## src/hdl/bilxb_pkg.sv

```systemverilog
package bilxb_pkg;

  // fixed field widths
  localparam int PIX_W      = 32;
  localparam int CHAN_W     = 8;
  localparam int WGT_IN_W   = 9;
  localparam int NUM_PIX    = 4;
  localparam int NUM_CHAN   = 3;
  localparam int IN_FIELD_W = NUM_PIX * PIX_W + WGT_IN_W;
  localparam int IN_TDATA_W = ((IN_FIELD_W + 7) / 8) * 8;

  // source pixel byte positions
  localparam int SRC_RED_LSB   = 0;
  localparam int SRC_GREEN_LSB = 8;
  localparam int SRC_BLUE_LSB  = 16;

  localparam logic [CHAN_W-1:0] ALPHA_OPAQUE = 8'hFF;

  // pixel slots within in_tdata
  typedef enum logic [1:0] {
    PIX_TL = 2'd0,
    PIX_TR = 2'd1,
    PIX_BL = 2'd2,
    PIX_BR = 2'd3
  } pix_slot_t;

  // output channel slots
  typedef enum logic [1:0] {
    CH_RED   = 2'd0,
    CH_GREEN = 2'd1,
    CH_BLUE  = 2'd2
  } chan_slot_t;

  // load enables of the datapath stages behind the input stage
  typedef struct packed {
    logic s2;
    logic s3;
    logic s4;
  } stage_en_t;

endpackage

```

## src/hdl/bilxb_chan.sv

```systemverilog
module bilxb_chan #(
  parameter int WEIGHT_BITS = 8
) (
  input  logic                          clk,
  input  bilxb_pkg::stage_en_t          en,
  input  logic [bilxb_pkg::CHAN_W-1:0]  tl,
  input  logic [bilxb_pkg::CHAN_W-1:0]  tr,
  input  logic [bilxb_pkg::CHAN_W-1:0]  bl,
  input  logic [bilxb_pkg::CHAN_W-1:0]  br,
  input  logic [WEIGHT_BITS:0]          cw,
  input  logic [WEIGHT_BITS:0]          cw_inv,
  input  logic [WEIGHT_BITS:0]          rw,
  input  logic [WEIGHT_BITS:0]          rw_inv,
  output logic [bilxb_pkg::CHAN_W-1:0]  chan
);

  localparam int CW = bilxb_pkg::CHAN_W;
  localparam int WW = WEIGHT_BITS + 1;
  localparam int HW = CW + WEIGHT_BITS;        // row blend, at most 255*W
  localparam int SW = CW + 2 * WEIGHT_BITS;    // full sum, at most 255*W*W
  localparam logic [SW-1:0] HALF = SW'(1) << (2 * WEIGHT_BITS - 1);

  // stage 2: horizontal blend of both rows
  logic [HW-1:0] top_r, top_nxt;
  logic [HW-1:0] bot_r, bot_nxt;
  logic [WW-1:0] rw2_r, rwi2_r;
  // stage 3: vertical products
  logic [SW-1:0] vtop_r, vtop_nxt;
  logic [SW-1:0] vbot_r, vbot_nxt;
  // stage 4: rounded channel
  logic [SW-1:0] sum;
  logic [CW-1:0] chan_r;

  always_comb begin
    top_nxt  = HW'({{WW{1'b0}}, tl} * {{CW{1'b0}}, cw_inv})
             + HW'({{WW{1'b0}}, tr} * {{CW{1'b0}}, cw});
    bot_nxt  = HW'({{WW{1'b0}}, bl} * {{CW{1'b0}}, cw_inv})
             + HW'({{WW{1'b0}}, br} * {{CW{1'b0}}, cw});
    vtop_nxt = SW'({{WW{1'b0}}, top_r} * {{HW{1'b0}}, rwi2_r});
    vbot_nxt = SW'({{WW{1'b0}}, bot_r} * {{HW{1'b0}}, rw2_r});
    sum      = vtop_r + vbot_r + HALF;
  end

  always_ff @(posedge clk) begin
    if (en.s2) begin
      top_r  <= top_nxt;
      bot_r  <= bot_nxt;
      rw2_r  <= rw;
      rwi2_r <= rw_inv;
    end
    if (en.s3) begin
      vtop_r <= vtop_nxt;
      vbot_r <= vbot_nxt;
    end
    if (en.s4) begin
      chan_r <= sum[SW-1 -: CW];
    end
  end

  assign chan = chan_r;

endmodule

```

## src/hdl/bilinear_rgba_to_xrgb_blend_core.sv

```systemverilog
// bilinear rgba8888 to xrgb8888 blend core. every input transaction carries the
// four source pixels around one output pixel (top-left, top-right, bottom-left,
// bottom-right; red in byte 0, green byte 1, blue byte 2, alpha ignored), the
// column weight of the right pixel and a last-of-row mark. the row weight of the
// bottom row comes from cfg_wr_data and must be set per output row while the
// core is idle; the core itself does not enforce this. weights are fixed point
// with WEIGHT_BITS fraction bits, 2^WEIGHT_BITS is 1.0 and larger values
// saturate to 1.0. each of red, green and blue is blended horizontally, then
// vertically, rounded half up and truncated; the result is blue in byte 0,
// green byte 1, red byte 2 and 0xff on top. the core is a four-stage pipeline
// (unpack and clamp, horizontal multiply-add, vertical multiply, round and
// pack), so it takes one pixel per clock while the output is not stalled.
// every stage has its own valid bit and loads whenever it is empty or its
// successor loads, so backpressure on the output only stalls the stages that
// are full and no transaction is dropped or repeated.
module bilinear_rgba_to_xrgb_blend_core #(
  parameter int WEIGHT_BITS = 8
) (
  input  logic                              clk,
  input  logic                              rst_n,
  // config
  input  logic                              cfg_wr_en,
  input  logic [bilxb_pkg::WGT_IN_W-1:0]    cfg_wr_data,    // bottom row weight
  // input stream
  input  logic                              in_tvalid,
  output logic                              in_tready,
  // top_left_pixel, top_right_pixel, bottom_left_pixel, bottom_right_pixel,
  // col weight, zero pad
  input  logic [bilxb_pkg::IN_TDATA_W-1:0]  in_tdata,
  input  logic                              in_tlast,       // last_in_row
  // output stream
  output logic                              out_tvalid,
  input  logic                              out_tready,
  output logic [bilxb_pkg::PIX_W-1:0]       out_tdata,      // output_pixel
  output logic                              out_tlast       // last_out
);

  localparam int WW    = WEIGHT_BITS + 1;
  localparam int CLW   = (WW > bilxb_pkg::WGT_IN_W) ? WW : bilxb_pkg::WGT_IN_W;
  localparam logic [CLW-1:0] ONE_CL = CLW'(1) << WEIGHT_BITS;
  localparam logic [WW-1:0]  ONE_W  = WW'(1) << WEIGHT_BITS;
  localparam int PW    = bilxb_pkg::PIX_W;
  localparam int CHW   = bilxb_pkg::CHAN_W;
  localparam int CWOFF = bilxb_pkg::NUM_PIX * bilxb_pkg::PIX_W;

  // row weight register
  logic [bilxb_pkg::WGT_IN_W-1:0] row_wgt_r;

  always_ff @(posedge clk) begin
    if (!rst_n) begin
      row_wgt_r <= '0;
    end else if (cfg_wr_en) begin
      row_wgt_r <= cfg_wr_data;
    end
  end

  // saturate a weight to 1.0
  function automatic logic [WW-1:0] clamp_w(input logic [bilxb_pkg::WGT_IN_W-1:0] w);
    logic [CLW-1:0] ext;
    ext = CLW'(w);
    clamp_w = (ext > ONE_CL) ? ONE_W : WW'(ext);
  endfunction

  // pipeline control: a stage loads when it is empty or its successor loads
  logic [4:1] vld_r;
  logic [5:1] rdy;
  bilxb_pkg::stage_en_t en;

  always_comb begin
    rdy[5] = out_tready;
    for (int k = 4; k >= 1; k--) begin
      rdy[k] = !vld_r[k] || rdy[k+1];
    end
    en.s2 = rdy[2];
    en.s3 = rdy[3];
    en.s4 = rdy[4];
  end

  assign in_tready = rdy[1];

  always_ff @(posedge clk) begin
    if (!rst_n) begin
      vld_r <= '0;
    end else begin
      if (rdy[1]) vld_r[1] <= in_tvalid;
      for (int k = 2; k <= 4; k++) begin
        if (rdy[k]) vld_r[k] <= vld_r[k-1];
      end
    end
  end

  // stage 1: unpack channels, clamp weights
  logic [CHW-1:0] px_r [bilxb_pkg::NUM_CHAN][bilxb_pkg::NUM_PIX];
  logic [WW-1:0]  cw_r, cwi_r, rw_r, rwi_r;
  logic [WW-1:0]  cw_nxt, rw_nxt;
  logic [4:1]     last_r;

  assign cw_nxt = clamp_w(in_tdata[CWOFF +: bilxb_pkg::WGT_IN_W]);
  assign rw_nxt = clamp_w(row_wgt_r);

  always_ff @(posedge clk) begin
    if (rdy[1]) begin
      for (int p = 0; p < bilxb_pkg::NUM_PIX; p++) begin
        px_r[bilxb_pkg::CH_RED][p]   <= in_tdata[p*PW + bilxb_pkg::SRC_RED_LSB   +: CHW];
        px_r[bilxb_pkg::CH_GREEN][p] <= in_tdata[p*PW + bilxb_pkg::SRC_GREEN_LSB +: CHW];
        px_r[bilxb_pkg::CH_BLUE][p]  <= in_tdata[p*PW + bilxb_pkg::SRC_BLUE_LSB  +: CHW];
      end
      cw_r      <= cw_nxt;
      cwi_r     <= ONE_W - cw_nxt;
      rw_r      <= rw_nxt;
      rwi_r     <= ONE_W - rw_nxt;
      last_r[1] <= in_tlast;
    end
    for (int k = 2; k <= 4; k++) begin
      if (rdy[k]) last_r[k] <= last_r[k-1];
    end
  end

  // stages 2 to 4: one blend datapath per color channel
  logic [CHW-1:0] chan [bilxb_pkg::NUM_CHAN];

  for (genvar c = 0; c < bilxb_pkg::NUM_CHAN; c++) begin : g_chan
    bilxb_chan #(
      .WEIGHT_BITS (WEIGHT_BITS)
    ) u_chan (
      .clk    (clk),
      .en     (en),
      .tl     (px_r[c][bilxb_pkg::PIX_TL]),
      .tr     (px_r[c][bilxb_pkg::PIX_TR]),
      .bl     (px_r[c][bilxb_pkg::PIX_BL]),
      .br     (px_r[c][bilxb_pkg::PIX_BR]),
      .cw     (cw_r),
      .cw_inv (cwi_r),
      .rw     (rw_r),
      .rw_inv (rwi_r),
      .chan   (chan[c])
    );
  end

  // xrgb packing: blue low, then green, red, opaque top byte
  assign out_tvalid = vld_r[4];
  assign out_tdata  = {bilxb_pkg::ALPHA_OPAQUE, chan[bilxb_pkg::CH_RED],
                       chan[bilxb_pkg::CH_GREEN], chan[bilxb_pkg::CH_BLUE]};
  assign out_tlast  = last_r[4];

endmodule

```

## config.mk

```make
export PLATFORM = sky130hd
export DESIGN_NAME = bilinear_rgba_to_xrgb_blend_core
export DESIGN_NICKNAME = d
export VERILOG_FILES = /design/src/hdl/bilxb_pkg.sv /design/src/hdl/bilxb_chan.sv /design/src/hdl/bilinear_rgba_to_xrgb_blend_core.sv
export SDC_FILE = /design/constraint.sdc
export NUM_CORES = 2
export LEC_CHECK = 0
export BUFFER_PORTS_ARGS = -buffer_cell sky130_fd_sc_hd__buf_2
export CORE_AREA = 2 2 397 399
export CTS_BUF_LIST = sky130_fd_sc_hd__clkbuf_8 sky130_fd_sc_hd__clkbuf_16
export CTS_CLUSTER_SIZE = 40
export DETAILED_ROUTE_END_ITERATION = 10
export DIE_AREA = 0 0 399 401
export PLACE_DENSITY_LB_ADDON = 0.1
export SYNTH_ARGS = -nofsm -noshare
export SYNTH_HDL_FRONTEND = slang
export SYNTH_SLANG_ARGS = --single-unit
export TNS_END_PERCENT = 50
```

## constraint.sdc

```tcl
create_clock -name clk -period 7.4 [get_ports clk]
set_clock_uncertainty 0.05 [all_clocks]
set_input_delay 0.74 -clock clk [delete_from_list [all_inputs] [get_ports clk]]
set_output_delay 0.74 -clock clk [all_outputs]
set_load 0.02 [all_outputs]
```

==> flow_metrics.py <==
metrics = {
    "outcome": {
        "status": "finished clean",
    },
    "drt": {
        "vias": 45700,
        "drt-wirelength-per-cell_um": 17.4,
        "routed_via_density": 4.94,
        "drtPass1Iterations": 8,
        "ant_nets": 0,
        "routed_wirelength_um": 160000,
        "drc": 0,
        "drtIter0Drc": 2315,
    },
    "grt": {
        "grt_pass1_vias": 49100,
        "antenna_found_initial": 8,
        "grt_max_degree": 97,
        "grt-ovfl-total": 0,
        "grt_pass1_wl_um": 266000,
        "globalRouteTotalUtil": 0.210,
    },
    "yosys": {
        "synth_warnings": 0,
        "yosysSeqAreaShare": 0.183,
        "synthArstFlopShare": 0,
        "synth_seq_cells": 428,
        "ys_types": 62,
        "synth-edff-count": 415,
        "synth_top_flop_cell": "edfxtp_1",
        "netlist_area_mm2": 0.0697,
        "syn_inst": 7080,
        "avgSynthCellArea_um2": 9.84,
    },
    "floorplan": {
        "die_width_um": 399,
        "die-area_mm2": 0.160,
        "rows": 145,
        "die_height_um": 401,
        "coreArea_mm2": 0.156,
        "io_pins": 194,
        "start_util": 0.447,
    },
    "setup_path": {
        "worstSetupPathType": "flip-flop to flip-flop",
        "critPathTopFamily": "adder cells",
        "r2r-start": "cw_r[4]",
        "path_cells": "nand2_1 > fa_1 > fa_1 > inv_1 > fa_1 > fa_1 > fa_1 > inv_1 > fa_1 > inv_1 > ha_1 > a211oi_1 > o31ai_1 > or4_1 > a31o_2 > a21oi_1 > xnor2_1",
        "cp_slowest_cell": "edfxtp_1",
        "arrival_ps": 6770,
        "critPathCaptureType": "flip-flop",
        "cpPeakStageDelay_ps": 1030,
        "crit_required_ps": 7750,
        "worstSetupStartpointType": "flip-flop",
        "path_max_fanout": 23,
        "rr_endpoint": "g_chan[2].u_chan.bot_r[15]",
        "crit_buf_inv": 3,
        "r2r_cells": 17,
        "r2r_setup_slack_ps": 970,
        "cp_common_cell": "fa_1",
    },
    "sta": {
        "setup_ws_ps": 975,
        "hold_viol": 0,
        "worst_slew_margin_rel": 0.220,
        "max_freq_ghz": 0.156,
        "finalSetupTns_ps": 0,
        "period_needed_ps": 6430,
        "worst_pin_slew_ps": 1170,
        "slew_violations": 0,
        "rsz0062_at_grt": "no",
        "post-route-period-util": 0.868,
        "setup_violations": 0,
    },
    "place": {
        "routabilityCongestion": 0.847,
        "place_ws_ps": 1020,
        "dpl.hpwl_um": 127000,
        "postPlaceCellArea_mm2": 0.0727,
        "portBuffers": 146,
    },
    "clock_tree": {
        "cts_sinks": 428,
        "cts_setup_buffers": 0,
        "htree_levels": 2,
        "ctsLongestPathBuffers": 3,
        "cts_root_buffer": "clkbuf_16",
        "cts-resized-gates": 0,
        "cts_made_buffers": 55,
        "cts_tree": "built",
        "clock_latency_ps": 690,
        "postCtsHoldBufs": 0,
        "clk_pin_slew_ps": 60,
    },
    "finish": {
        "areaGrowthSynthToFinish_pct": 7.06,
        "design_area_mm2": 0.0746,
        "fin_nets": 9274,
        "drive_above_1_share": 0.0463,
        "n_fill_cell": 14900,
        "final_core_util": 0.479,
    },
    "run": {
        "cap_violations": 0,
    },
    "worst_hold_path": {
        "holdPathEnd": "px_r[0][43]",
        "hold_start": "in_tdata[75]",
        "hold_depth": 1,
        "hp-class": "primary input to flip-flop",
    },
}
state kept, by name (all words and copies together), names as in the netlist:
name	flops
cw_r	9
cwi_r	8
g_chan.u_chan.bot_r	48
g_chan.u_chan.chan	24
g_chan.u_chan.rw2_r	8
g_chan.u_chan.rwi2_r	9
g_chan.u_chan.top_r	48
g_chan.u_chan.vbot_r	72
g_chan.u_chan.vtop_r	72
last_r	4
px_r	96
row_wgt_r	9
rw_r	9
rwi_r	8
vld_r	4
per-layer routing:
metal,up-vias,track usage,routed length (µm)
met5,-,0,12
met4,2,0.0429,3180
met3,133,0.0234,7030
met2,797,0.325,71200
met1,23300,0.318,79000
li1,21500,-,-
logic make-up (layout without fill, tap and decap cells):
family / after synthesis / count (layout) / share of synthesized area
adders and majority gates: 1985 / 1985 / 0.489
DFF: 428 / 428 / 0.183
and+or+nand+nor: 2102 / 2102 / 0.153
other: 1 / 11 / 0.0000538
muxes: 9 / 9 / 0.00129
xor gates and xnor gates: 285 / 285 / 0.0358
buffers and inverters: 1877 / 1965 / 0.102
AOI/OAI and AO/OA: 393 / 393 / 0.0369
worst max path at each step:
stage / end / from / cells after the start / slack (ps)
floorplan: g_chan[2].u_chan.bot_r[15] / cwi_r[8] / 20 / 1430
global placement: g_chan[2].u_chan.bot_r[15] / cw_r[4] / 18 / 1030
detailed placement: g_chan[0].u_chan.bot_r[11] / cw_r[4] / 19 / 1020
CTS: g_chan[0].u_chan.bot_r[11] / cw_r[4] / 19 / 1030
global route: g_chan[2].u_chan.bot_r[15] / cw_r[4] / 18 / 750
finish: g_chan[2].u_chan.bot_r[15] / cw_r[4] / 17 / 970
synth_stat cells (7+ instances only):
cell | n | share of area
inv_1 | 1643 | 0.089
fa_1 | 1230 | 0.35
and2_1 | 906 | 0.081
nand2_1 | 888 | 0.048
ha_1 | 755 | 0.14
edfxtp_1 | 415 | 0.18
xnor2_1 | 224 | 0.028
clkbuf_1 | 222 | 0.012
a21oi_1 | 139 | 0.010
nor2_1 | 93 | 0.0050
xor2_1 | 61 | 0.0077
o21ai_0 | 54 | 0.0039
nor2b_1 | 47 | 0.0042
a21o_1 | 45 | 0.0049
nand3_1 | 34 | 0.0024
nor3_1 | 34 | 0.0024
o21a_1 | 30 | 0.0032
nand2b_1 | 27 | 0.0024
and3_1 | 23 | 0.0021
o21bai_1 | 18 | 0.0019
or3_1 | 15 | 0.0013
dfxtp_1 | 13 | 0.0037
or2_2 | 13 | 0.0012
a211o_1 | 12 | 0.0015
a31oi_1 | 12 | 0.0011
o211ai_1 | 11 | 0.0012
a211oi_1 | 9 | 0.00097
mux2i_1 | 9 | 0.0013
buf_4 | 8 | 0.00086
o31ai_1 | 8 | 0.00086
nor4_1 | 7 | 0.00063
o2111ai_1 | 7 | 0.00088
per-stage QoR:
stage	cells	hold slack, ps
final	9236	167
after global routing	9233	131
after CTS	9233	93.9
after detailed placement	9131	357
after global placement	9131	352
after floorplan	7087	350
cells in the final DEF, fill, tap and decap left out, types with 27 or more instances in the layout:
cell / count
xnor2_1: 224
nor3_1: 34
edfxtp_1: 415
a21o_1: 45
fa_1: 1230
nor2b_1: 47
and2_1: 906
clkbuf_16: 58
ha_1: 755
nor2_1: 93
xor2_1: 61
a21oi_1: 139
o21ai_0: 54
inv_1: 1653
nand2b_1: 27
buf_4: 70
buf_2: 146
nand2_1: 886
o21a_1: 30
nand3_1: 34
layout make-up:
type,instances,area [µm²],share of cell area
Multi-Input combinational cell,4782,49900,0.669
Antenna cell,3,7.51,0.000101
Inverter,1643,6170,0.0827
Clock inverter,40,359,0.00482
Sequential cell,428,12700,0.171
Tap cell,2058,2570,0.0345
Clock buffer,62,1510,0.0202
Timing Repair Buffer,220,1340,0.0179
Power is left out: the tool's default activity adds up to more than one toggle a clock period on the data nets, which glitch-free logic cannot reach.
